## src/rtl/awsm_pkg.sv

```systemverilog
// ----------------------------------------------------------------------------
// awsm_pkg: shared types and constants for the Ackermann wheel speed mapper
// Item layouts, configuration layout, register and state codes, the throttle
// mapping and the elaboration-time build of the inner/outer ratio table.
// ----------------------------------------------------------------------------
package awsm_pkg;

  localparam int unsigned RATIO_FRAC_BITS = 16;
  localparam int unsigned WHEELBASE_MM    = 1830;
  localparam int unsigned TRACK_MM        = 1640;
  localparam int unsigned MAX_STEER_DEG   = 30;

  localparam int unsigned RATIO_W     = RATIO_FRAC_BITS;
  localparam int unsigned RATIO_DEPTH = 128;
  localparam int unsigned RATIO_AW    = $clog2(RATIO_DEPTH);

  localparam int unsigned ID_W   = 11;
  localparam int unsigned BYTE_W = 8;
  localparam int unsigned CFG_W  = 11;

  localparam logic [63:0] PI_Q30  = 64'd3373259426;
  localparam logic [63:0] ONE_Q30 = 64'd1 << 30;

  localparam logic [BYTE_W-1:0] DIR_FWD      = 8'h07;
  localparam logic [BYTE_W-1:0] DIR_REV      = 8'h0B;
  localparam logic [BYTE_W-1:0] STEER_CENTER = 8'h7F;
  localparam logic [BYTE_W-1:0] SPEED_MAX    = 8'hFD;
  localparam logic [BYTE_W-1:0] THR_FULL     = 8'hFE;
  localparam logic [BYTE_W-1:0] SPEED_NONE   = 8'hFF;

  localparam logic [ID_W-1:0]   RST_JOYSTICK_ID = 11'h186;
  localparam logic [ID_W-1:0]   RST_STATUS_L    = 11'h201;
  localparam logic [ID_W-1:0]   RST_STATUS_R    = 11'h202;
  localparam logic [ID_W-1:0]   RST_COMMAND_L   = 11'h301;
  localparam logic [ID_W-1:0]   RST_COMMAND_R   = 11'h302;
  localparam logic [BYTE_W-1:0] RST_MODE        = 8'h05;

  typedef enum logic [2:0] {
    CFG_JOYSTICK_ID = 3'd0,
    CFG_STATUS_L    = 3'd1,
    CFG_STATUS_R    = 3'd2,
    CFG_COMMAND_L   = 3'd3,
    CFG_COMMAND_R   = 3'd4,
    CFG_MODE        = 3'd5
  } cfg_idx_e;

  typedef enum logic [1:0] {
    ADDR_DIR_L  = 2'd0,
    ADDR_DIR_R  = 2'd1,
    ADDR_LAST_L = 2'd2,
    ADDR_LAST_R = 2'd3
  } st_addr_e;

  typedef enum logic [2:0] {
    ST_IDLE,
    ST_DIR_L,
    ST_DIR_R,
    ST_LAST_L,
    ST_LAST_R,
    ST_EMIT_L,
    ST_EMIT_R
  } core_state_e;

  typedef struct packed {
    logic [ID_W-1:0]   frame_id;
    logic [BYTE_W-1:0] data_byte0;
    logic [BYTE_W-1:0] data_byte1;
    logic [BYTE_W-1:0] data_byte3;
  } in_item_t;

  typedef struct packed {
    logic [ID_W-1:0]   out_frame_id;
    logic [BYTE_W-1:0] out_speed;
    logic [BYTE_W-1:0] out_mode;
    logic              out_last;
  } out_item_t;

  typedef struct packed {
    logic [ID_W-1:0]   joystick_frame_id;
    logic [ID_W-1:0]   status_id_left;
    logic [ID_W-1:0]   status_id_right;
    logic [ID_W-1:0]   command_id_left;
    logic [ID_W-1:0]   command_id_right;
    logic [BYTE_W-1:0] command_mode_byte;
  } cfg_t;

  typedef logic [RATIO_W-1:0] ratio_rom_t [RATIO_DEPTH];

  // Throttle to wheel speed. Inside the linear span floor(x*253/127) is 2x-1.
  function automatic logic [BYTE_W-1:0] map_throttle(logic [BYTE_W-1:0] v,
                                                     logic [BYTE_W-1:0] dir);
    logic [BYTE_W:0] two_v;
    logic [BYTE_W:0] tmp;
    two_v = {v, 1'b0};
    tmp   = '0;
    if (dir == DIR_FWD) begin
      if (v <= STEER_CENTER) tmp = '0;
      else if (v >= THR_FULL) tmp = {1'b0, SPEED_MAX};
      else tmp = two_v - 9'd255;
    end else if (dir == DIR_REV) begin
      if (v == '0) tmp = {1'b0, SPEED_MAX};
      else if (v >= STEER_CENTER) tmp = '0;
      else tmp = 9'd254 - two_v;
    end
    return tmp[BYTE_W-1:0];
  endfunction

  // Restoring shift-subtract division, used only while the table is built.
  function automatic logic [63:0] div_u64(logic [63:0] a, logic [63:0] b);
    logic [63:0] q;
    logic [64:0] rem;
    q   = '0;
    rem = '0;
    for (int i = 63; i >= 0; i--) begin
      rem = {rem[63:0], a[i]};
      if (rem >= {1'b0, b}) begin
        rem  = rem - {1'b0, b};
        q[i] = 1'b1;
      end
    end
    return q;
  endfunction

  // Ratio (2W cos a - T sin a)/(2W cos a + T sin a), series sin/cos in Q30.
  function automatic ratio_rom_t build_ratio_rom();
    ratio_rom_t      rom;
    logic [63:0]     x, x2, t, n, dd, r, maxr, du;
    longint          s, c, num, den;
    maxr = (64'd1 << RATIO_FRAC_BITS) - 64'd1;
    for (int d = 1; d <= RATIO_DEPTH; d++) begin
      du = 64'(d);
      x  = div_u64(PI_Q30 * 64'(MAX_STEER_DEG) * du, 64'd22860);
      x2 = (x * x) >> 30;
      t  = x;
      s  = longint'(x);
      for (int k = 1; k <= 6; k++) begin
        t = div_u64((t * x2) >> 30, 64'((2 * k) * (2 * k + 1)));
        s = (k % 2 == 1) ? s - longint'(t) : s + longint'(t);
      end
      t = ONE_Q30;
      c = longint'(ONE_Q30);
      for (int k = 1; k <= 6; k++) begin
        t = div_u64((t * x2) >> 30, 64'((2 * k - 1) * (2 * k)));
        c = (k % 2 == 1) ? c - longint'(t) : c + longint'(t);
      end
      num = longint'(2 * WHEELBASE_MM) * c - longint'(TRACK_MM) * s;
      den = longint'(2 * WHEELBASE_MM) * c + longint'(TRACK_MM) * s;
      r   = '0;
      if (num > 0 && (den >>> 10) > 0) begin
        n  = unsigned'(num >>> 10);
        dd = unsigned'(den >>> 10);
        r  = div_u64((n << RATIO_FRAC_BITS) + (dd >> 1), dd);
        if (r > maxr) r = maxr;
      end
      rom[d-1] = r[RATIO_W-1:0];
    end
    return rom;
  endfunction

endpackage

```

## src/rtl/ackermann_wheel_speed_mapper.sv

```systemverilog
// ----------------------------------------------------------------------------
// ackermann_wheel_speed_mapper: CAN joystick to per-wheel speed commands
// Configuration registers and the frame processing core.
// ----------------------------------------------------------------------------
// A motor status frame stores that wheel's direction. After a joystick frame
// is accepted, input ready stays low until the sequencer is done: it reads the
// four-entry state memory one entry a cycle (left and right direction, then
// left and right last-sent speed), scales the inner wheel through the shared
// ratio multiplier, and then has one emit state per wheel that places its
// command, if changed, in the output register, waiting there while the output
// side still holds the previous item. Frames with unknown identifiers are
// dropped. Up to two command items leave per joystick frame, left first, the
// final one flagged by out_last. The ratio table is fixed at elaboration and
// needs no clearing pass after reset.
module ackermann_wheel_speed_mapper import awsm_pkg::*; (
  input  logic             clk_i,
  input  logic             rst_ni,
  input  logic             cfg_we_i,
  input  logic [2:0]       cfg_index_i,
  input  logic [CFG_W-1:0] cfg_data_i,
  input  logic             in_valid_i,
  output logic             in_ready_o,
  input  in_item_t         in_item_i,
  output logic             out_valid_o,
  input  logic             out_ready_i,
  output out_item_t        out_item_o
);

  cfg_t cfg_q;

  always_ff @(posedge clk_i or negedge rst_ni) begin
    if (!rst_ni) begin
      cfg_q.joystick_frame_id <= RST_JOYSTICK_ID;
      cfg_q.status_id_left    <= RST_STATUS_L;
      cfg_q.status_id_right   <= RST_STATUS_R;
      cfg_q.command_id_left   <= RST_COMMAND_L;
      cfg_q.command_id_right  <= RST_COMMAND_R;
      cfg_q.command_mode_byte <= RST_MODE;
    end else if (cfg_we_i) begin
      case (cfg_idx_e'(cfg_index_i))
        CFG_JOYSTICK_ID: cfg_q.joystick_frame_id <= cfg_data_i;
        CFG_STATUS_L:    cfg_q.status_id_left    <= cfg_data_i;
        CFG_STATUS_R:    cfg_q.status_id_right   <= cfg_data_i;
        CFG_COMMAND_L:   cfg_q.command_id_left   <= cfg_data_i;
        CFG_COMMAND_R:   cfg_q.command_id_right  <= cfg_data_i;
        CFG_MODE:        cfg_q.command_mode_byte <= cfg_data_i[BYTE_W-1:0];
        default: begin
          // drop writes beyond the register list
        end
      endcase
    end
  end

  awsm_core u_core (
    .clk_i       (clk_i),
    .rst_ni      (rst_ni),
    .cfg_i       (cfg_q),
    .in_valid_i  (in_valid_i),
    .in_ready_o  (in_ready_o),
    .in_item_i   (in_item_i),
    .out_valid_o (out_valid_o),
    .out_ready_i (out_ready_i),
    .out_item_o  (out_item_o)
  );

endmodule

```

## src/rtl/awsm_ratio_rom.sv

```systemverilog
// ----------------------------------------------------------------------------
// awsm_ratio_rom: inner/outer wheel ratio table
// Synchronous read; contents fixed at elaboration.
// ----------------------------------------------------------------------------
module awsm_ratio_rom import awsm_pkg::*; (
  input  logic                clk_i,
  input  logic                rd_en_i,
  input  logic [RATIO_AW-1:0] rd_addr_i,
  output logic [RATIO_W-1:0]  rd_data_o
);

  localparam ratio_rom_t RatioRom = build_ratio_rom();

  logic [RATIO_W-1:0] rd_data_q;

  always_ff @(posedge clk_i) begin
    if (rd_en_i) begin
      rd_data_q <= RatioRom[rd_addr_i];
    end
  end

  assign rd_data_o = rd_data_q;

endmodule

```

## src/rtl/awsm_core.sv

```systemverilog
// ----------------------------------------------------------------------------
// awsm_core: frame decode, wheel state memory and command sequencer
// Direction and last-sent speed bytes live in a four-entry synchronous memory
// that the sequencer reads one entry a cycle and writes back on change.
// ----------------------------------------------------------------------------
module awsm_core import awsm_pkg::*; (
  input  logic      clk_i,
  input  logic      rst_ni,
  input  cfg_t      cfg_i,
  input  logic      in_valid_i,
  output logic      in_ready_o,
  input  in_item_t  in_item_i,
  output logic      out_valid_o,
  input  logic      out_ready_i,
  output out_item_t out_item_o
);

  core_state_e state_q, state_d;

  // state memory
  logic [BYTE_W-1:0] mem_q [4];
  logic [3:0]        mem_valid_q;
  logic [BYTE_W-1:0] rd_data_q;
  logic              mem_we, rd_en;
  st_addr_e          mem_waddr, rd_addr;
  logic [BYTE_W-1:0] mem_wdata;

  // ratio table
  logic                rom_en;
  logic [RATIO_AW-1:0] rom_addr;
  logic [RATIO_W-1:0]  rom_data;
  logic [BYTE_W-1:0]   rom_off;

  logic [BYTE_W-1:0] thr_q, steer_q;
  logic [BYTE_W-1:0] base_l_q, base_r_q, spd_l_q, spd_r_q;
  logic              emit_l_q, emit_r_q;
  logic              out_valid_q;
  out_item_t         out_item_q, out_item_d;

  logic accept, hit_l, hit_r, hit_j;
  logic latch_item, ld_base_l, ld_base_r, ld_spd_l, ld_spd_r, ld_emit_l, ld_emit_r;
  logic out_load, slot_free;
  logic steer_left, steer_right;

  logic [BYTE_W-1:0]          mul_base;
  logic [RATIO_W+BYTE_W-1:0]  mul_prod;
  logic [BYTE_W-1:0]          mul_speed;
  logic [BYTE_W-1:0]          map_out;
  logic                       diff_last;

  assign accept = in_valid_i && in_ready_o;
  assign hit_l  = in_item_i.frame_id == cfg_i.status_id_left;
  assign hit_r  = !hit_l && (in_item_i.frame_id == cfg_i.status_id_right);
  assign hit_j  = !hit_l && !hit_r && (in_item_i.frame_id == cfg_i.joystick_frame_id);

  assign steer_left  = steer_q < STEER_CENTER;
  assign steer_right = steer_q > STEER_CENTER;

  // left inner: 126 - steer; right inner: steer - 128
  assign rom_off  = (in_item_i.data_byte3 < STEER_CENTER) ?
                    (STEER_CENTER - 8'd1 - in_item_i.data_byte3) : in_item_i.data_byte3;
  assign rom_addr = rom_off[RATIO_AW-1:0];

  awsm_ratio_rom u_rom (
    .clk_i     (clk_i),
    .rd_en_i   (rom_en),
    .rd_addr_i (rom_addr),
    .rd_data_o (rom_data)
  );

  // one shared multiplier: left speed in ST_DIR_R, right speed in ST_LAST_L
  assign mul_base  = (state_q == ST_DIR_R) ? base_l_q : base_r_q;
  assign mul_prod  = ({{RATIO_W{1'b0}}, mul_base} * {{BYTE_W{1'b0}}, rom_data})
                     + ((RATIO_W + BYTE_W)'(1) << (RATIO_FRAC_BITS - 1));
  assign mul_speed = mul_prod[RATIO_FRAC_BITS +: BYTE_W];

  assign map_out   = map_throttle(thr_q, rd_data_q);
  assign slot_free = !out_valid_q || out_ready_i;
  assign diff_last = ((state_q == ST_LAST_L) ? spd_l_q : spd_r_q) != rd_data_q;

  always_comb begin
    state_d = state_q;
    case (state_q)
      ST_IDLE:   if (accept && hit_j) state_d = ST_DIR_L;
      ST_DIR_L:  state_d = ST_DIR_R;
      ST_DIR_R:  state_d = ST_LAST_L;
      ST_LAST_L: state_d = ST_LAST_R;
      ST_LAST_R: state_d = ST_EMIT_L;
      ST_EMIT_L: if (!emit_l_q || slot_free) state_d = ST_EMIT_R;
      ST_EMIT_R: if (!emit_r_q || slot_free) state_d = ST_IDLE;
      default:   state_d = ST_IDLE;
    endcase
  end

  always_comb begin
    in_ready_o = 1'b0;
    mem_we     = 1'b0;
    mem_waddr  = ADDR_DIR_L;
    mem_wdata  = in_item_i.data_byte0;
    rd_en      = 1'b0;
    rd_addr    = ADDR_DIR_L;
    rom_en     = 1'b0;
    latch_item = 1'b0;
    ld_base_l  = 1'b0;
    ld_base_r  = 1'b0;
    ld_spd_l   = 1'b0;
    ld_spd_r   = 1'b0;
    ld_emit_l  = 1'b0;
    ld_emit_r  = 1'b0;
    out_load   = 1'b0;
    out_item_d = out_item_q;
    case (state_q)
      ST_IDLE: begin
        in_ready_o = 1'b1;
        if (accept) begin
          if (hit_l || hit_r) begin
            mem_we    = 1'b1;
            mem_waddr = hit_l ? ADDR_DIR_L : ADDR_DIR_R;
          end
          if (hit_j) begin
            rd_en      = 1'b1;
            rd_addr    = ADDR_DIR_L;
            rom_en     = 1'b1;
            latch_item = 1'b1;
          end
        end
      end
      ST_DIR_L: begin
        ld_base_l = 1'b1;
        rd_en     = 1'b1;
        rd_addr   = ADDR_DIR_R;
      end
      ST_DIR_R: begin
        ld_base_r = 1'b1;
        ld_spd_l  = 1'b1;
        rd_en     = 1'b1;
        rd_addr   = ADDR_LAST_L;
      end
      ST_LAST_L: begin
        ld_spd_r  = 1'b1;
        ld_emit_l = 1'b1;
        mem_we    = diff_last;
        mem_waddr = ADDR_LAST_L;
        mem_wdata = spd_l_q;
        rd_en     = 1'b1;
        rd_addr   = ADDR_LAST_R;
      end
      ST_LAST_R: begin
        ld_emit_r = 1'b1;
        mem_we    = diff_last;
        mem_waddr = ADDR_LAST_R;
        mem_wdata = spd_r_q;
      end
      ST_EMIT_L: begin
        if (emit_l_q && slot_free) begin
          out_load   = 1'b1;
          out_item_d = '{out_frame_id: cfg_i.command_id_left, out_speed: spd_l_q,
                         out_mode: cfg_i.command_mode_byte, out_last: !emit_r_q};
        end
      end
      ST_EMIT_R: begin
        if (emit_r_q && slot_free) begin
          out_load   = 1'b1;
          out_item_d = '{out_frame_id: cfg_i.command_id_right, out_speed: spd_r_q,
                         out_mode: cfg_i.command_mode_byte, out_last: 1'b1};
        end
      end
      default: begin
      end
    endcase
  end

  always_ff @(posedge clk_i or negedge rst_ni) begin
    if (!rst_ni) begin
      state_q     <= ST_IDLE;
      mem_valid_q <= '0;
      out_valid_q <= 1'b0;
      emit_l_q    <= 1'b0;
      emit_r_q    <= 1'b0;
    end else begin
      state_q <= state_d;
      if (mem_we) mem_valid_q[mem_waddr] <= 1'b1;
      if (out_load) out_valid_q <= 1'b1;
      else if (out_ready_i) out_valid_q <= 1'b0;
      if (ld_emit_l) emit_l_q <= diff_last;
      if (ld_emit_r) emit_r_q <= diff_last;
    end
  end

  // unwritten entries read back as their reset value
  always_ff @(posedge clk_i) begin
    if (mem_we) mem_q[mem_waddr] <= mem_wdata;
    if (rd_en) begin
      if (mem_valid_q[rd_addr]) rd_data_q <= mem_q[rd_addr];
      else if (rd_addr == ADDR_DIR_L || rd_addr == ADDR_DIR_R) rd_data_q <= DIR_FWD;
      else rd_data_q <= SPEED_NONE;
    end
  end

  always_ff @(posedge clk_i) begin
    if (latch_item) begin
      thr_q   <= in_item_i.data_byte1;
      steer_q <= in_item_i.data_byte3;
    end
    if (ld_base_l) base_l_q <= map_out;
    if (ld_base_r) base_r_q <= map_out;
    if (ld_spd_l)  spd_l_q  <= steer_left  ? mul_speed : base_l_q;
    if (ld_spd_r)  spd_r_q  <= steer_right ? mul_speed : base_r_q;
    if (out_load)  out_item_q <= out_item_d;
  end

  assign out_valid_o = out_valid_q;
  assign out_item_o  = out_item_q;

  a_no_rw_same_entry: assert property (@(posedge clk_i) disable iff (!rst_ni)
    mem_we && rd_en |-> mem_waddr != rd_addr)
    else $error("state memory read and write hit the same entry");

  a_load_into_free_slot: assert property (@(posedge clk_i) disable iff (!rst_ni)
    out_load |-> !out_valid_q || out_ready_i)
    else $error("output register overwritten while holding an item");

  a_left_not_last_then_right: assert property (@(posedge clk_i) disable iff (!rst_ni)
    out_load && !out_item_d.out_last |=> state_q == ST_EMIT_R && emit_r_q)
    else $error("left command without last flag not followed by right command");

  a_speed_in_range: assert property (@(posedge clk_i) disable iff (!rst_ni)
    out_load |-> out_item_d.out_speed <= SPEED_MAX)
    else $error("commanded speed out of range");

endmodule

```

## config.mk

```make
export PLATFORM = sky130hd
export DESIGN_NAME = ackermann_wheel_speed_mapper
export DESIGN_NICKNAME = d
export VERILOG_FILES = /design/src/rtl/awsm_pkg.sv /design/src/rtl/ackermann_wheel_speed_mapper.sv /design/src/rtl/awsm_ratio_rom.sv /design/src/rtl/awsm_core.sv
export SDC_FILE = /design/constraint.sdc
export NUM_CORES = 1
export LEC_CHECK = 0
export ABC_AREA = 1
export BUFFER_PORTS_ARGS = -buffer_cell sky130_fd_sc_hd__buf_4
export CAP_MARGIN = 20
export CORE_MARGIN = 2
export CORE_UTILIZATION = 45
export DETAILED_ROUTE_END_ITERATION = 10
export PLACE_DENSITY_LB_ADDON = 0.25
export SYNTH_ARGS = -nofsm -noshare
export SYNTH_HDL_FRONTEND = slang
export SYNTH_SLANG_ARGS = --single-unit
```

## constraint.sdc

```tcl
create_clock -name clk_i -period 12.95 [get_ports clk_i]
set_input_delay 2.59 -clock clk_i [delete_from_list [all_inputs] [get_ports clk_i]]
set_output_delay 2.59 -clock clk_i [all_outputs]
set_load 0.1 [all_outputs]
```

# After elaboration in Yosys (flattened, before gate mapping)
# Memories as Yosys holds them, arrays and structs flattened. A register that Yosys moved wholly into a read port is not among the register bits.
# Index checks and enable logic that the tools add are counted.
dict set report totals {
  register_bits 157
  latch_bits 0
  ram_bits 32
  romBits 2048
  input_bits 54
  output_inout_bits 30
  word_cells 146
  n_memories 2
}
# name depth width rd rd_ports_with_merged_regs wr line
set mem_list {}
lappend mem_list {{(name not given)} 128 16 1 1 0 awsm_ratio_rom.sv:18} ;# rd_data_q <= RatioRom[rd_addr_i];
lappend mem_list {u_core.mem_q 4 8 1 0 1 awsm_core.sv:21} ;# logic [BYTE_W-1:0] mem_q [4];
dict set report op_classes {
  addsub 4
  multipliers 1
  div 0
  order_cmp 9
  eq_ne 23
  shift 0
  n_mux 49
  bitwise_logic 2
  n_reduce_logical 34
}
# op n
set ops {}
lappend ops {{$mux W8} 12}
lappend ops {{$mux W28} 2}
lappend ops {{$pmux W28 S2} 1}
lappend ops {{$eq A11 B11 Y1} 3}
lappend ops {{$add A24 B16 Y24 const B} 1}
lappend ops {{$mul A8 B16 Y24} 1}
lappend ops {{$pmux W3 S7} 1}
lappend ops {{$mux W1} 19}
lappend ops {{$lt A8 B7 Y1 const B} 2}
lappend ops {{$pmux W8 S2} 1}
lappend ops {{$eq A3 B3 Y1 const B} 5}
lappend ops {{$eq A3 B2 Y1 const B} 4}
lappend ops {{$pmux W2 S3} 2}
lappend ops {{$reduce_and A2 Y1} 6}
lappend ops {{$ne A2 B1 Y1 const B} 5}
lappend ops {{$mux W3} 3}
lappend ops {{$eq A8 B3 Y1 const B} 1}
lappend ops {{$eq A8 B4 Y1 const B} 1}
lappend ops {{$ge A8 B7 Y1 const B} 1}
lappend ops {{$ge A8 B8 Y1 const B} 1}
lappend ops {{$gt A8 B7 Y1 const B} 1}
lappend ops {{$le A8 B7 Y1 const B} 1}
lappend ops {{$logic_and A1 B1 Y1} 8}
lappend ops {{$logic_not A8 Y1} 1}
lappend ops {{24 further kinds} 39}

# Logic depth before layout (Yosys ltp)
# Gate-level depths: netlist of run 1.
dict set report logic_depth {
  word_depth 12
  ltp_mapped 30
  depth_no_buf 28
}

# By module
# Synthesis of run 1 repeated with hierarchy kept, for this count alone.
dict set report hier_totals {
  hier_cells 2008
  area_unflattened_um2 15504.9
}
# module instances cells_each area_per_inst_um2 seq_area_each_um2
set modules_own_cells {}
lappend modules_own_cells {awsm_core 1 1204 10208.5 3733.6}
lappend modules_own_cells {awsm_ratio_rom 1 516 2751.4 450.4}
lappend modules_own_cells {ackermann_wheel_speed_mapper 1 288 2544.9 1596.5}

# Worst setup path after synthesis of run 1
# Ideal clock, no wire load.
dict set report synth_timing {
  path_type {reg2reg}
  startpoint {register u_core.state_q[2]}
  endpoint {register u_core.spd_r_q[7], data pin}
  setup_ns 0.266
  arrival_time_ns 5.089
  required_time_ns 12.684
  slack_ns 7.595
  path_stages_with_launch 27
  path_buffers 2
  cell_sequence {dfrtp_1 nor2_2 inv_2 nor2_4 inv_2 buf_2 o21ai_1 buf_2 nor2_1 fa_1 inv_1 fa_1 inv_1 fa_1 inv_1 fa_1 inv_1 ha_1 nand2_1 nor2_1 nand2_1 inv_1 nand4_1 nand3_1 nand2_1 nand3_1 o21ai_0}
}
dict set report synth_between {
  elab_chain_len 5
}
# item line
set synth_lines {}
lappend synth_lines {{start: declaration} awsm_core.sv:18} ;# core_state_e state_q, state_d;
lappend synth_lines {{start signal: assignment} awsm_core.sv:181} ;# state_q <= state_d;
lappend synth_lines {{$eq A3 B2 Y1} awsm_core.sv:72} ;# assign mul_base = (state_q == ST_DIR_R) ? base_l_q : base_r_q;
lappend synth_lines {{$mux W8} awsm_core.sv:72}
lappend synth_lines {{$mul A8 B16 Y24} awsm_core.sv:73} ;# assign mul_prod = ({{RATIO_W{1'b0}}, mul_base} * {{BYTE_W{1'b0}}, rom_data})
lappend synth_lines {{$add A24 B16 Y24} awsm_core.sv:74} ;# + ((RATIO_W + BYTE_W)'(1) << (RATIO_FRAC_BITS - 1));
lappend synth_lines {{$mux W8} awsm_core.sv:208} ;# if (ld_spd_r) spd_r_q <= steer_right ? mul_speed : base_r_q;
lappend synth_lines {{end signal: assignment} awsm_core.sv:208}
lappend synth_lines {{end: declaration} awsm_core.sv:35} ;# logic [BYTE_W-1:0] base_l_q, base_r_q, spd_l_q, spd_r_q;
# No other way between the ends.
# A chain may end at the register's enable or synchronous reset.

# Worst setup path after layout of run 1
dict set report layout_timing {
  startpoint {register u_core.state_q[1]}
  endpoint {register u_core.spd_r_q[1], data pin}
}
# Same word-level chain as after synthesis.

==> impl_metrics.ini, run 1 <==
[cells_and_area]
syn_to_final_growth_pct = 11.1
nets = 2143
fin_cells = 2407
layout_commonest_cell = nand2_1
drive_gt1_share_pct = 9.85
n_antenna_cell = 0
layout_common_cells = nand2_1 (577), inv_1 (245), nor2_1 (180), nand3_1 (136), edfxtp_1 (131)

[clock_tree]
cts_root_buf = clkbuf_16
ctsResizeCount = 0
cts_sinks = 204
numCtsBuffers = 22
clock_latency_ps = 510
cts.clk_slew.worst_paths_ps = 60
htree_levels = 1
postCtsSetupRepairBufs = 0
hold_buffers = 0
cts_max_path_buffers = 3
tritoncts = built

[drt]
wl_met2_um = 20400
top_layer = met4
wl_met1_um = 17900
dr.pass1.iters = 5
vias_per_cell = 5.37
ant_nets = 0
wl_met3_um = 2730
vias = 12926
drc = 0
drt-wirelength-per-cell_um = 17.6
wl_um = 42300
drtIter0Drc = 1059

[global_route]
grt_max_degree = 74
grt_pass1_wl_um = 67600
grt_antenna_before_repair = 0
grt_usage_pct = 23.9
grt_overflow_total = 0
grt_pass1_vias = 12592

[synth]
synthSimpleGateAreaFrac_pct = 25.7
synth_top_family_by_area = simple AND/OR/NAND/NOR gates
synth_compound_area_share_pct = 7.78
yosys_warnings = 0
avgSynthCellArea_um2 = 8.03
syn_nets = 2084
synth_cell_type_count = 49
synthArstFlopShare_pct = 35.8
synth_xor_area_share_pct = 2.55
syn_area_um2 = 15100
ys_ff_latch = 204
muxShareOfSynthArea_pct = 1.18
ys_seq_area_share_pct = 38.2
synthCells = 1884
synthFlopType = edfxtp_1
synthAdderAreaFrac_pct = 16.2
synth-edff-count = 131

[power]
p_leak_nw = 8.28
p_per_area_nw_per_um2 = 187
peakVddDrop_mv = 0.116

[placed_design]
gp_congestion = 0.951
portBuffers = 83
placed_cells = 2366
hpwl_um = 31400

[critical_path]
crit_path_end_kind = flip-flop
r2r_slack_ps = 6380
critPathArrivalTime_ps = 6920
max_stage_delay_ps = 730
path_common_cell = inv_1
reg2reg_from = u_core.state_q[1]$_DFFE_PN0P_
cp.required_ps = 13300
crit_fanout = 21
worstSetupPathType = reg2reg
slowest_stage = o21ai_2
cp-start-kind = flip-flop
rr_worst_depth = 25
timing.rr.end = u_core.spd_r_q[1]$_DFFE_PP_

[flow_run]
maxCapViolCount = 0

[floorplan]
fp.coreArea_um2 = 33300
start_util_pct = 45.5
ios = 84
rows = 67
die_area_um2 = 35100
fp.dieH_um = 187
die_w_um = 187

[sta]
maxSlewViolCount = 0
setup_viol = 0
min_period_ps = 6570
worst_pin_slew_ps = 1080
finalSetupTns_ps = 0
slew-limit-headroom_pct = 27.6
rsz0062_at_grt = no
fin_worst_skew_ps = 16.4
min_period_over_period_pct = 50.7
finalHoldViolCount = 0
fmax_mhz = 152

[worst_hold_path]
hold_end = u_core.out_item_o[7]$_DFFE_PP_
hp-class = reg2reg
worstHoldPathCells = 0
min-delay-start = cfg_q[6]$_DFFE_PN0P_

[status]
outcome = finished, final reports clean
power by group:
part	total [mW]	switching, mW	internal [mW]
combinational	1.67	1.10	0.574
sequential	0.859	0.0470	0.812
clock	0.614	0.251	0.364
metal layers:
layer	track usage [%]	vias to the layer above
met5	0	-
met1	31.3	6170
met3	2.72	94
li1	-	6151
met2	41.5	511
met4	7.75	0
metrics by stage:
step	cell area [µm²]	util (%)	hold WS [ps]	setup slack (ps)	power (mW)
floorplan	15100	-	419	7590	2.07
global placement	16100	48.3	431	6460	2.48
detailed placement	16100	48.3	436	6250	2.51
CTS	16800	50.5	452	6190	3.14
global route	16800	50.5	462	5900	3.42
finish	16800	50.5	449	6380	3.15
worst max-delay path, delay by kind of cell, from the launching register on:
kind                     cells  cell delay [ps]
buffers and inverters        8              930
AND/OR/NAND/NOR              9             1610
XOR/XNOR                     1              320
adder cells (fa/ha/maj)      5             2310
flip-flops                   1              420
AO/OA/AOI/OAI                2              810
cell families (layout without fill, tap and decap cells):
| kind of cell | after synthesis | after routing |
|---|---|---|
| adder cells (fa/ha/maj) | 146 | 146 |
| buffers and inverters | 315 | 390 |
| multiplexers | 16 | 16 |
| XOR/XNOR | 44 | 44 |
| AND/OR/NAND/NOR | 948 | 948 |
| flip-flops | 204 | 204 |
| AO/OA/AOI/OAI | 211 | 211 |
sequential cells by signal, summed over array words and instances (netlist names), 3 cells and up:
signal                  flops
cfg_q                      63
u_core.mem_q               32
u_core.out_item_o          28
u_core.u_rom.rd_data_o     15
u_core.base_l_q             8
u_core.base_r_q             8
u_core.rd_data_q            8
u_core.spd_l_q              8
u_core.spd_r_q              8
u_core.steer_q              8
u_core.thr_q                8
u_core.mem_valid_q          4
u_core.state_q              3
cell usage after synthesis (3+ instances only):
library cell  instances  area, µm²
fa_1                 83       1660
nor2_2                5       31.3
o21ai_0             118        591
o21ai_1              11       55.1
a21o_1                5       37.5
o31ai_1               3       22.5
nand2_1             577       2170
nor3_1                8       40.0
o21bai_1              3       22.5
a31oi_1               3       18.8
o21ai_2               4       35.0
nor2_1              182        683
a21oi_1              40        200
nand2_2               4       25.0
nor4_1                5       31.3
xor2_1               23        201
nand2_4               4       45.0
buf_2                20        100
dfstp_2              16        420
inv_2                 8       30.0
buf_6                 4       45.0
nand4_1              18        113
xnor2_1              21        184
dfrtp_1              57       1430
o211ai_1             13       97.6
inv_1               245        920
ha_1                 63        788
buf_4                10       75.1
or2_2                 3       18.8
nand3_1             136        681
edfxtp_1            131       3930
clkbuf_1             26       97.6
mux2_2               15        169
worst max-delay path by stage:
| stage | to | start | slack, ps |
|---|---|---|---|
| 2_1_floorplan | u_core.spd_r_q[7]$_DFFE_PP_ | u_core.state_q[2]$_DFFE_PN0P_ | 7590 |
| 3_3_place_gp | u_core.spd_l_q[6]$_DFFE_PP_ | u_core.state_q[1]$_DFFE_PN0P_ | 6460 |
| 3_5_place_dp | u_core.spd_l_q[6]$_DFFE_PP_ | u_core.state_q[1]$_DFFE_PN0P_ | 6250 |
| 4_1_cts | u_core.spd_l_q[6]$_DFFE_PP_ | u_core.state_q[1]$_DFFE_PN0P_ | 6190 |
| 5_1_grt | u_core.spd_r_q[4]$_DFFE_PP_ | u_core.state_q[1]$_DFFE_PN0P_ | 5900 |
| 6_report | u_core.spd_r_q[1]$_DFFE_PP_ | u_core.state_q[1]$_DFFE_PN0P_ | 6380 |
area by class of cell:
cell class	count	area [µm²]
Inverter	254	953
Clock inverter	9	72.6
Tap cell	448	561
Fill cell	3220	16500
Timing Repair Buffer	96	721
Multi-Input combinational cell	1365	8080
Sequential cell	204	5780
Clock buffer	31	637
Note: power is estimated with default switching activity, not from simulation.
==> run 2: changes to the inputs <==
Settings changed: ABC_AREA 1 to 0.
Clock period 12.95 ns to 6.35 ns, I/O delays scaled along.
==> impl_metrics.ini, run 2 <==
[status]
outcome = finished, final reports clean

[synth]
ys_ff_latch = 204
ys_seq_area_share_pct = 38.0
synth-edff-count = 131
synthFlopType = edfxtp_1
synth_area_leader_cell = edfxtp_1
synth_top_family_by_area = adder cells
synthSimpleGateAreaFrac_pct = 13.9
synthCells = 1431
synthAdderAreaFrac_pct = 16.2
yosys_warnings = 0
synth_xor_area_share_pct = 3.00
synthArstFlopShare_pct = 35.8
syn_nets = 1631
synth_compound_area_share_pct = 14.1
avgSynthCellArea_um2 = 10.6
muxShareOfSynthArea_pct = 9.42
synth_most_common_cell = edfxtp_1
synth_cell_type_count = 87
yosys-top-cells-area = edfxtp_1 (26%), fa_1 (11%), dfrtp_1 (9.4%)
synth_top_area_share_pct = 25.9
ys_top_cells_by_count = edfxtp_1 (131), inv_1 (120), mux2_2 (98), nand2_1 (92), fa_1 (83)
syn_area_um2 = 15200

[global_route]
grt_pass1_wl_um = 65300
grt_usage_pct = 23.1
grt_max_degree = 74
grt_pass1_vias = 11754
grt_overflow_total = 0
grt_antenna_before_repair = 0

[sta]
fin_worst_skew_ps = 26.2
slew-limit-headroom_pct = 24.7
hold_ws_ps = 443
maxSlewViolCount = 0
setup_ws_ps = 348
min_period_over_period_pct = 94.5
finalSetupTns_ps = 0
setup_viol = 0
finalHoldViolCount = 0
worst_pin_slew_ps = 1130
rsz0062_at_grt = no
fmax_mhz = 167
min_period_ps = 6000

[power]
p_per_area_nw_per_um2 = 589
peakVddDrop_mv = 0.587
p_leak_nw = 6.90

[drt]
vias = 11684
drc = 0
drt-wirelength-per-cell_um = 20.7
wl_um = 40900
ant_nets = 0
vias_per_cell = 5.93
drtIter0Drc = 1041
dr.pass1.iters = 6

[clock_tree]
tritoncts = built
hold_buffers = 0
htree_levels = 1
numCtsBuffers = 23
clock_latency_ps = 530
cts_sinks = 204
cts.clk_slew.worst_paths_ps = 60
cts_root_buf = clkbuf_16
cts_max_path_buffers = 3

[critical_path]
crit_path_end_kind = flip-flop
worstSetupPathType = reg2reg
critPathArrivalTime_ps = 6270
cp_top_family = adder cells
cp.required_ps = 6620
rr_worst_depth = 18
critPathBufInv = 2
cp_cell_sequence = nand2b_1, nor2_4, mux2_2, and2_1, fa_1, fa_1, fa_1, inv_1, fa_1, inv_1, ha_1, nand4_1, nor3_1, o221ai_1, a21oi_1, o41ai_1, xnor2_1, mux2_2
cp-start-kind = flip-flop
crit_fanout = 16
path_common_cell = fa_1
crit_cells = 18
slowest_stage = fa_1
max_stage_delay_ps = 550

[cells_and_area]
fillers = 3035
largest_reg_flops = 63
nets = 1705
syn_to_final_growth_pct = 12.8
drive_gt1_share_pct = 20.4
top_register = cfg_q
layout_commonest_cell = edfxtp_1
n_antenna_cell = 0
utilization_pct = 51.4
finalInstanceArea_um2 = 17100
layout_common_cells = edfxtp_1 (131), buf_4 (127), inv_1 (120), mux2_2 (98), nand2_1 (92)

[floorplan]
rows = 67
fp.coreArea_um2 = 33400
ios = 84
die_area_um2 = 35300
die_w_um = 188
fp.dieH_um = 188
start_util_pct = 45.6

[placed_design]
gp_congestion = 0.965
place_ws_ps = 56.4
hpwl_um = 29400
portBuffers = 83
placed_area_um2 = 16400

[worst_hold_path]
hp-class = reg2reg
worstHoldPathCells = 0

[flow_run]
maxCapViolCount = 0
-- run 2: cells by family after synthesis --
group                      Yosys count
DFF                                204
and+or+nand+nor                    394
adders and majority gates          147
muxes                              127
xor gates and xnor gates            52
buffers and inverters              201
AOI/OAI and AO/OA                  306
-- run 2: report_power, final --
part / leakage [nW] / switching [mW] / total, mW / internal [mW]
clock: 0.349 / 0.538 / 1.29 / 0.748
sequential: 2.06 / 0.172 / 2.06 / 1.89
combinational: 4.50 / 3.90 / 6.75 / 2.85
total: 6.90 / 4.61 / 10.1 / 5.49
-- run 2: worst register-to-register path, stage by stage (launching register included) --
cell	delay [ps]
dfrtp_1	380
nand2b_1	190
nor2_4	260
mux2_2	520
and2_1	240
fa_1	550
fa_1	440
fa_1	550
inv_1	60
fa_1	530
inv_1	50
ha_1	300
nand4_1	90
nor3_1	60
o221ai_1	490
a21oi_1	250
o41ai_1	360
xnor2_1	160
mux2_2	290
-- run 2: repair_timing --
action	CTS	global route
setup endpoints to repair	0	8
hold endpoints to repair	0	0
setup buffers	0	0
resized for setup	0	3
-- run 2: path summary, 6_finish.rpt --
kind,to,startpoint,slack [ps]
max in group asynchronous,cfg_q[8]$_DFFE_PN0P_,rst_ni,4830
max reg2reg,u_core.spd_l_q[3]$_DFFE_PP_,u_core.state_q[2]$_DFFE_PN0P_,350
max,u_core.spd_l_q[3]$_DFFE_PP_,u_core.state_q[2]$_DFFE_PN0P_,350
min in group asynchronous,cfg_q[20]$_DFFE_PN0P_,rst_ni,900
min,u_core.out_item_o[5]$_DFFE_PP_,cfg_q[4]$_DFFE_PN0P_,440
min reg2reg,u_core.out_item_o[5]$_DFFE_PP_,cfg_q[4]$_DFFE_PN0P_,440
-- run 2: cell type report --
type                            instances  area (µm²)  area share [%]
Clock buffer                           30         632            3.68
Clock inverter                         12         103           0.598
Inverter                              121         454            2.65
Multi-Input combinational cell       1026        8630            50.4
Sequential cell                       204        5780            33.7
Tap cell                              448         561            3.27
Timing Repair Buffer                  129         983            5.74
-- run 2: per-layer routing --
layer | share of wire (%) | vias up | track usage, %
li1 | - | 5297 | -
met1 | 43 | 5744 | 32.0
met2 | 46 | 526 | 37.6
met3 | 6.9 | 117 | 3.44
met4 | 3.1 | 0 | 7.24
met5 | 0 | - | 0
-- run 2: through the flow --
step | total power, mW | std cells
3_5_place_dp | 8.72 | 1926
4_1_cts | 10.1 | 1968
6_report | 10.1 | 1970
3_3_place_gp | 8.58 | 1925
5_1_grt | 11.2 | 1970
2_1_floorplan | 7.09 | 1431
==> run 3: changes to the inputs <==
Settings changed: CORE_UTILIZATION 45 to 34.
==> impl_metrics.ini, run 3 (synthesized netlist as in run 2, its figures left out) <==
[status]
outcome = finished, final reports clean

[drt]
wl_um = 42700
drtIter0Drc = 1044
drt-wirelength-per-cell_um = 20.2
vias_per_cell = 5.47
drc = 0
dr.pass1.iters = 6
vias = 11572
ant_nets = 0

[global_route]
grt_usage_pct = 18.3
grt_overflow_total = 0
grt_antenna_before_repair = 0
grt_pass1_wl_um = 67900
grt_pass1_vias = 11898
grt_max_degree = 74

[cells_and_area]
finalInstanceArea_um2 = 17400
largest_reg_flops = 63
nets = 1704
drive_gt1_share_pct = 20.8
top_register = cfg_q
utilization_pct = 39.5
layout_commonest_cell = edfxtp_1
layout_common_cells = edfxtp_1 (131), buf_4 (124), inv_1 (120), mux2_2 (98), nand2_1 (92)
fin_cells = 2114
fillers = 4339
n_antenna_cell = 0
syn_to_final_growth_pct = 14.7

[worst_hold_path]
hp-class = reg2reg

[floorplan]
rows = 77
die_w_um = 215
fp.dieH_um = 215
fp.coreArea_um2 = 44100
die_area_um2 = 46400
start_util_pct = 34.4
ios = 84

[critical_path]
worstSetupPathType = reg2reg
max_stage_delay_ps = 520
cp_cell_sequence = nand2b_1, nor2_4, buf_6, mux2i_1, buf_4, buf_4, nand2b_1, fa_1, fa_1, inv_1, fa_1, inv_1, fa_1, inv_1, ha_1, a211oi_1, o21ai_0, a21boi_0, a221oi_2, o21ai_0, nor3b_1, o31ai_1
cp-start-kind = flip-flop
crit_fanout = 19
slowest_stage = fa_1
path_common_cell = fa_1
crit_path_end_kind = flip-flop
critPathBufInv = 6
cp_top_family = adder cells
critPathArrivalTime_ps = 6130
cp.required_ps = 6590

[power]
pwr-share-clk_pct = 13.8
seq_power_share_pct = 20.4
p_switching_mw = 4.55
swShare_pct = 45.0
peakVddDrop_mv = 0.541
combPwrFrac_pct = 65.8
internal_power_mw = 5.57
p_leak_nw = 6.96
power_mw = 10.1
p_per_area_nw_per_um2 = 580

[sta]
rsz0062_at_grt = no
hold_ws_ps = 443
fmax_mhz = 170
finalHoldViolCount = 0
min_period_over_period_pct = 92.7
slew-limit-headroom_pct = 25.0
min_period_ps = 5890
setup_viol = 0
fin_worst_skew_ps = 10.5
worst_pin_slew_ps = 1120
maxSlewViolCount = 0
setup_ws_ps = 461
finalSetupTns_ps = 0

[clock_tree]
numCtsBuffers = 24
cts.clk_slew.worst_paths_ps = 60
clock_latency_ps = 510
cts_root_buf = clkbuf_16
cts_sinks = 204
postCtsSetupRepairBufs = 0
htree_levels = 1
cts_max_path_buffers = 3
tritoncts = built

[placed_design]
placed_cells = 2069
gp_congestion = 0.982
placed_area_um2 = 16600
portBuffers = 83
hpwl_um = 30500
place_ws_ps = 288

[flow_run]
maxCapViolCount = 0
-- run 3: cell types whose count changed in the layout (fill, tap and decap cells not counted), moves of 2 or more --
cell,previous run,this run
inv_6,4,0
clkinv_1,4,0
clkbuf_8,3,7
buf_8,2,0
clkinvlp_4,3,0
buf_4,127,124
clkinv_2,0,4
clkbuf_16,23,27
-- run 3: power by group through the flow --
stage                     clock network [mW]  logic [mW]  registers, mW
after floorplan                            0        4.99           2.09
after global placement                     0        6.50           2.08
after detailed placement                   0        6.55           2.08
after CTS                               1.44        6.63           2.06
after global routing                    1.50        7.71           2.09
final                                   1.40        6.65           2.06
-- run 3: final timing paths --
| path | start | end | slack [ps] | depth (start not counted) |
|---|---|---|---|---|
| max in group asynchronous | rst_ni | u_core.mem_valid_q[3]$_DFFE_PN0P_ | 4840 | 1 |
| worst max register to register | u_core.state_q[2]$_DFFE_PN0P_ | u_core.spd_l_q[6]$_DFFE_PP_ | 460 | 22 |
| worst min-delay path | cfg_q[3]$_DFFE_PN0P_ | u_core.out_item_o[4]$_DFFE_PP_ | 440 | 0 |
| min in group asynchronous | rst_ni | cfg_q[7]$_DFFE_PN0P_ | 910 | 1 |
| worst max-delay path | u_core.state_q[2]$_DFFE_PN0P_ | u_core.spd_l_q[6]$_DFFE_PP_ | 460 | 22 |
| worst min register to register | cfg_q[3]$_DFFE_PN0P_ | u_core.out_item_o[4]$_DFFE_PP_ | 440 | 0 |
-- run 3: timing repair --
item                       in CTS  in global routing
hold endpoints to repair        0                  0
resized for setup               0                  4
setup endpoints to repair       0                 11
hold buffers                    0                  0
-- run 3: final cells by class --
cell class	count	area [µm²]	area share [%]
repair buffers	127	970	5.56
inverters	121	454	2.61
clock inverters	7	51.3	0.294
flip-flops and latches	204	5780	33.2
clock buffers	37	783	4.49
multi-input cells	1026	8650	49.6
well taps	592	741	4.25
-- run 3: routing by layer --
metal  vias to the layer above  wire (µm)  global-route usage (%)
met5                         -          0                       0
met4                         0       1140                    4.80
met3                        91       2510                    2.58
met2                       398      20000                    30.4
met1                      5784      19100                    25.1
li1                       5299          -                       -
